$ cat src/rtl/afc_pkg.sv
// ----------------------------------------------------------------------------
// afc_pkg
// constants and types shared by the acknowledge frame checker modules
// ----------------------------------------------------------------------------
package afc_pkg;

    localparam int unsigned MAX_FRAME_DEF = 64;

    localparam logic [7:0] HDR_A  = 8'h5D;
    localparam logic [7:0] HDR_B  = 8'h6C;
    localparam logic [7:0] TAIL_A = 8'h7E;
    localparam logic [7:0] TAIL_B = 8'h5A;

    localparam int unsigned MIN_LEN      = 6;
    localparam int unsigned LEN_OVERHEAD = 5;

    // byte positions inside a frame; the tail ones are offsets from the length byte value
    localparam int unsigned POS_HDR_A  = 0;
    localparam int unsigned POS_HDR_B  = 1;
    localparam int unsigned POS_LENGTH = 2;
    localparam int unsigned POS_SIZE_H = 3;
    localparam int unsigned POS_SIZE_L = 4;
    localparam int unsigned TAIL_A_OFS = 3;
    localparam int unsigned TAIL_B_OFS = 4;

    localparam int unsigned STATUS_W = 3;
    localparam int unsigned SIZE_W   = 16;

    localparam logic [STATUS_W-1:0] ST_OK     = 3'd0;
    localparam logic [STATUS_W-1:0] ST_SHORT  = 3'd1;
    localparam logic [STATUS_W-1:0] ST_HEADER = 3'd2;
    localparam logic [STATUS_W-1:0] ST_LENGTH = 3'd3;
    localparam logic [STATUS_W-1:0] ST_TAIL   = 3'd4;

    typedef struct packed {
        logic [STATUS_W-1:0] status;
        logic [SIZE_W-1:0]   package_size;
    } afc_result_t;

endpackage

$ cat src/rtl/afc_frame_state.sv
// ----------------------------------------------------------------------------
// afc_frame_state
// per-burst position counter, header/length/tail checks and result decode
// ----------------------------------------------------------------------------
module afc_frame_state import afc_pkg::*; #(
    parameter int unsigned MAX_FRAME = MAX_FRAME_DEF
) (
    input  logic              clk,
    input  logic              rst_n,
    input  logic              step,
    input  logic [7:0]        data_byte,
    input  logic              end_of_burst,
    output afc_result_t       result
);

    localparam int unsigned CNT_W = $clog2(MAX_FRAME + 1);
    localparam int unsigned CMP_W = 10;

    logic [CNT_W-1:0] count_reg, count_next, count_upd;
    logic             header_reg, header_next, header_upd;
    logic [7:0]       length_reg, length_next, length_upd;
    logic             tail_reg, tail_next, tail_upd;
    logic [7:0]       size_h_reg, size_h_next, size_h_upd;
    logic [7:0]       size_l_reg, size_l_next, size_l_upd;

    logic             keep;
    logic [CMP_W-1:0] pos_ext;
    logic [CMP_W-1:0] tail_a_pos;
    logic [CMP_W-1:0] tail_b_pos;
    logic [CMP_W-1:0] frame_len;

    always_comb
    begin
        keep       = count_reg < CNT_W'(MAX_FRAME);
        pos_ext    = CMP_W'(count_reg);
        tail_a_pos = CMP_W'(length_reg) + CMP_W'(TAIL_A_OFS);
        tail_b_pos = CMP_W'(length_reg) + CMP_W'(TAIL_B_OFS);

        count_upd  = count_reg;
        header_upd = header_reg;
        length_upd = length_reg;
        tail_upd   = tail_reg;
        size_h_upd = size_h_reg;
        size_l_upd = size_l_reg;

        if (keep)
        begin
            count_upd = count_reg + CNT_W'(1);
            if (count_reg == CNT_W'(POS_HDR_A) && data_byte != HDR_A)
            begin
                header_upd = 1'b0;
            end
            if (count_reg == CNT_W'(POS_HDR_B) && data_byte != HDR_B)
            begin
                header_upd = 1'b0;
            end
            if (count_reg == CNT_W'(POS_LENGTH))
            begin
                length_upd = data_byte;
            end
            if (count_reg == CNT_W'(POS_SIZE_H))
            begin
                size_h_upd = data_byte;
            end
            if (count_reg == CNT_W'(POS_SIZE_L))
            begin
                size_l_upd = data_byte;
            end
            // tail positions follow the length byte, so only from byte 3 on
            if (count_reg >= CNT_W'(TAIL_A_OFS))
            begin
                if (pos_ext == tail_a_pos && data_byte != TAIL_A)
                begin
                    tail_upd = 1'b0;
                end
                if (pos_ext == tail_b_pos && data_byte != TAIL_B)
                begin
                    tail_upd = 1'b0;
                end
            end
        end

        // checks in priority order on the updated state
        frame_len           = CMP_W'(length_upd) + CMP_W'(LEN_OVERHEAD);
        result.package_size = '0;
        if (count_upd < CNT_W'(MIN_LEN))
        begin
            result.status = ST_SHORT;
        end
        else if (!header_upd)
        begin
            result.status = ST_HEADER;
        end
        else if (CMP_W'(count_upd) != frame_len)
        begin
            result.status = ST_LENGTH;
        end
        else if (!tail_upd)
        begin
            result.status = ST_TAIL;
        end
        else
        begin
            result.status       = ST_OK;
            result.package_size = {size_h_upd, size_l_upd};
        end

        // hold when idle, update on each stepped byte, clear after the last byte of a burst
        count_next  = count_reg;
        header_next = header_reg;
        length_next = length_reg;
        tail_next   = tail_reg;
        size_h_next = size_h_reg;
        size_l_next = size_l_reg;
        if (step)
        begin
            if (end_of_burst)
            begin
                count_next  = '0;
                header_next = 1'b1;
                length_next = '0;
                tail_next   = 1'b1;
                size_h_next = '0;
                size_l_next = '0;
            end
            else
            begin
                count_next  = count_upd;
                header_next = header_upd;
                length_next = length_upd;
                tail_next   = tail_upd;
                size_h_next = size_h_upd;
                size_l_next = size_l_upd;
            end
        end
    end

    always_ff @(posedge clk or negedge rst_n)
    begin
        if (!rst_n)
        begin
            count_reg  <= '0;
            header_reg <= 1'b1;
            length_reg <= '0;
            tail_reg   <= 1'b1;
            size_h_reg <= '0;
            size_l_reg <= '0;
        end
        else
        begin
            count_reg  <= count_next;
            header_reg <= header_next;
            length_reg <= length_next;
            tail_reg   <= tail_next;
            size_h_reg <= size_h_next;
            size_l_reg <= size_l_next;
        end
    end

endmodule
$ cat config.mk
export PLATFORM = sky130hd
export DESIGN_NAME = afc_frame_state
export DESIGN_NICKNAME = d
export VERILOG_FILES = /design/src/rtl/afc_pkg.sv /design/src/rtl/afc_frame_state.sv
export SDC_FILE = /design/constraint.sdc
export NUM_CORES = 1
export LEC_CHECK = 0
export BUFFER_PORTS_ARGS = -buffer_cell sky130_fd_sc_hd__buf_2
export CAP_MARGIN = 20
export CORE_MARGIN = 1.5
export CORE_UTILIZATION = 40
export CTS_CLUSTER_DIAMETER = 150
export CTS_CLUSTER_SIZE = 20
export DETAILED_ROUTE_END_ITERATION = 10
export PLACE_DENSITY_LB_ADDON = 0.08
export SLEW_MARGIN = 20
export SYNTH_ARGS = -nofsm -noshare
export SYNTH_HDL_FRONTEND = slang
export SYNTH_SLANG_ARGS = --single-unit
$ cat constraint.sdc
create_clock -name clk -period 7.55 [get_ports clk]
set_input_delay 1.1325 -clock clk [delete_from_list [all_inputs] [get_ports clk]]
set_output_delay 1.1325 -clock clk [all_outputs]
set_load 0.005 [all_outputs]
==> flow_metrics.tcl <==
set metrics [dict create \
    max_freq_mhz 199 \
    initial_utilization 0.413 \
    worstPathRequired_ns 6.42 \
    synthMostInstantiatedCell "nand2_1" \
    final_area_um2 3190 \
    antenna_found_initial 0 \
    num-fill-cells 733 \
    p_per_area_nw_per_um2 170 \
    grt_util_all_layers 0.237 \
    hpwlAfterDp_um 6580 \
    finalCritPeriodShare 0.664 \
    synth-seq-cells 33 \
    max_slew_margin 0.440 \
    synth_flop_cell "dfrtp_1" \
    port_buffers 30 \
    dieWidth_um 89.5 \
    path_clk_slew_ns 0.08 \
    drc_errors 0 \
    cts_max_level 2 \
    drtAntennaViolNets 0 \
    p_leak_uw 0.00123 \
    drv_slew 0 \
    cp_top_family "compound AO/OA/AOI/OAI gates" \
    root_buffer "clkbuf_8" \
    cp-start-kind "flop" \
    synth_nets 381 \
    via_count 2741 \
    drive_gt1_frac 0.172 \
    cts_buffers 5 \
    syn-instance-count 362 \
    drv_cap 0 \
    postCtsSetupBuffers 0 \
    slowest_delay_ns 0.50 \
    synth_top_area_cell "dfrtp_1" \
    grt_start_max_net_pins 34 \
    path_max_fanout 17 \
    ir_worst_vdd_uv 63.4 \
    crit_buf_inv 3 \
    nets 391 \
    setup_tns_ns 0 \
    period_needed_ns 5.01 \
    diodes 0 \
    post_cts_resized 0 \
    rows 31 \
    cp.arrival_ns 3.88 \
    ios 31 \
    coreArea_um2 7250 \
    tightest_slew_ns 0.838 \
    clk_latency_ns 0.29 \
    syn_area_per_cell_um2 8.27 \
    setup-violations-final 0 \
    synth_top_area_frac 0.259 \
    die_area_um2 8020 \
    wl_um 8940 \
    async_flop_share 1.00 \
    cts.sinks 33 \
    synth_warnings 0 \
    synth_area_um2 3000 \
    grt_overflow 0 \
    stdcell_count 472 \
    post_drt_via_cell_ratio 5.81 \
    finalHoldViolations 0 \
    ctsHoldBuffers 0 \
    grt_pass1_vias 2552 \
    yosysSeqAreaShare 0.277 \
    status "finished, final reports clean" \
    grt_pass1_wl_um 14000 \
    drt_iter0_markers 193 \
    cts_tree "built" \
    hold_class "flop to flop" \
    hold_ws_ns 0.495 \
    synth_edf_count 0 \
    rsz0062_at_grt "false" \
    firstDrtPassIters 5 \
    synth.distinct_cells 68 \
    crit_chain "inv_1 > ha_1 > nor2b_1 > a21oi_1 > a21oi_1 > inv_1 > ha_1 > o32ai_1 > nand3_1 > a211oi_2 > o2111ai_4 > nor4b_1 > buf_2" \
    clock_skew_ns 0.00729 \
    crit_type "flop to output port" \
    dieHeight_um 89.5 \
    clk_path_buf_depth 2 \
    areaGrowthSynthToFinish_pct 6.64 \
    synthTopCellsByCount "nand2_1, dfrtp_1, a21oi_1" \
    gp_congestion 0.904 \
    cp-end-kind "output port" \
    cpMaxStageDelayCell "dfrtp_1" \
    place_area_um2 3090 \
    drt-wirelength-per-cell_um 18.9 \
    dp_cells 464 \
    ys_top_cells_by_area "dfrtp_1, nand2_1, a21oi_1" \
]
[cells by family after synthesis]
| kind of cell | share of synthesized area |
|---|---|
| buf+inv | 0.0781 |
| fa+ha+maj | 0.0292 |
| simple gates | 0.292 |
| mux | 0.0180 |
| compound gates | 0.218 |
| xor+xnor | 0.0873 |
| flops | 0.277 |
[worst paths after layout]
| kind | to | depth (start not counted) | slack [ns] | from |
|---|---|---|---|---|
| worst min-delay path | size_h_reg[4] | 2 | 0.49 | size_h_reg[4] |
| min in group asynchronous | size_l_reg[5] | 1 | 0.91 | rst_n |
| worst max register to register | tail_reg | 8 | 4.98 | length_reg[2] |
| max in group asynchronous | count_reg[3] | 1 | 6.14 | rst_n |
| worst min register to register | size_h_reg[4] | 2 | 0.49 | size_h_reg[4] |
| worst max-delay path | result[15] | 13 | 2.54 | count_reg[0] |
[tightest hold or removal path, stage by stage (launching register included)]
cell	delay [ns]
dfrtp_1	0.35
nand2_1	0.05
o21ai_0	0.06
[power by group]
part           switching [uW]  internal [uW]  total, uW
registers                20.2            188        209
logic                     106           57.1        163
clock network            71.8           98.0        170
[through the flow]
stage / util / power, uW / setup slack (ns)
5_1_grt: 0.440 / 570 / 2.13
3_5_place_dp: 0.426 / 374 / 2.80
3_3_place_gp: 0.425 / 374 / 2.86
6_report: 0.440 / 542 / 2.54
2_1_floorplan: - / 337 / 3.27
4_1_cts: 0.440 / 544 / 2.55
[metal layers]
metal,global-route usage,share of wire,routed length (um)
met2,0.391,0.48,4280
met1,0.319,0.45,3990
met5,0,0,0
met4,0.0811,0.025,223
met3,0.0314,0.050,450
[cells in the final DEF (no fill, tap or decap), types with 2 or more instances in the layout]
| master | netlist | layout |
|---|---|---|
| nor2_1 | 10 | 9 |
| a21boi_0 | 2 | 2 |
| ha_1 | 7 | 7 |
| o2111ai_1 | 2 | 2 |
| dfrtp_1 | 31 | 31 |
| nor3_1 | 5 | 5 |
| a211oi_1 | 2 | 2 |
| nor2b_1 | 4 | 4 |
| o21ai_0 | 24 | 24 |
| a21oi_1 | 30 | 30 |
| nor4b_1 | 8 | 8 |
| xor2_1 | 12 | 12 |
| o22ai_1 | 8 | 8 |
| dfstp_2 | 2 | 2 |
| nor3b_1 | 2 | 2 |
| a22o_1 | 6 | 6 |
| a41oi_1 | 2 | 2 |
| and3_1 | 5 | 5 |
| buf_2 | 2 | 30 |
| nor4_1 | 3 | 3 |
| clkbuf_8 | 0 | 5 |
| o211ai_1 | 2 | 2 |
| mux2i_1 | 4 | 4 |
| a31oi_1 | 2 | 2 |
| nand2_1 | 69 | 69 |
| o21ai_1 | 3 | 3 |
| nand3b_1 | 3 | 3 |
| o31ai_1 | 2 | 2 |
| nand3_1 | 8 | 8 |
| nor4b_2 | 10 | 10 |
| xnor2_1 | 16 | 16 |
| nand2b_1 | 7 | 7 |
| inv_1 | 13 | 13 |
[area by class of cell]
cell class | count | area (um^2) | share of cell area
Inverter | 13 | 48.8 | 0.0153
Clock buffer | 6 | 72.6 | 0.0227
Timing Repair Buffer | 30 | 150 | 0.0470
Clock inverter | 2 | 35.0 | 0.0110
Multi-Input combinational cell | 289 | 1940 | 0.606
Sequential cell | 33 | 828 | 0.259
Tap cell | 99 | 124 | 0.0388
No activity file was read; power rests on OpenSTA's default activity.
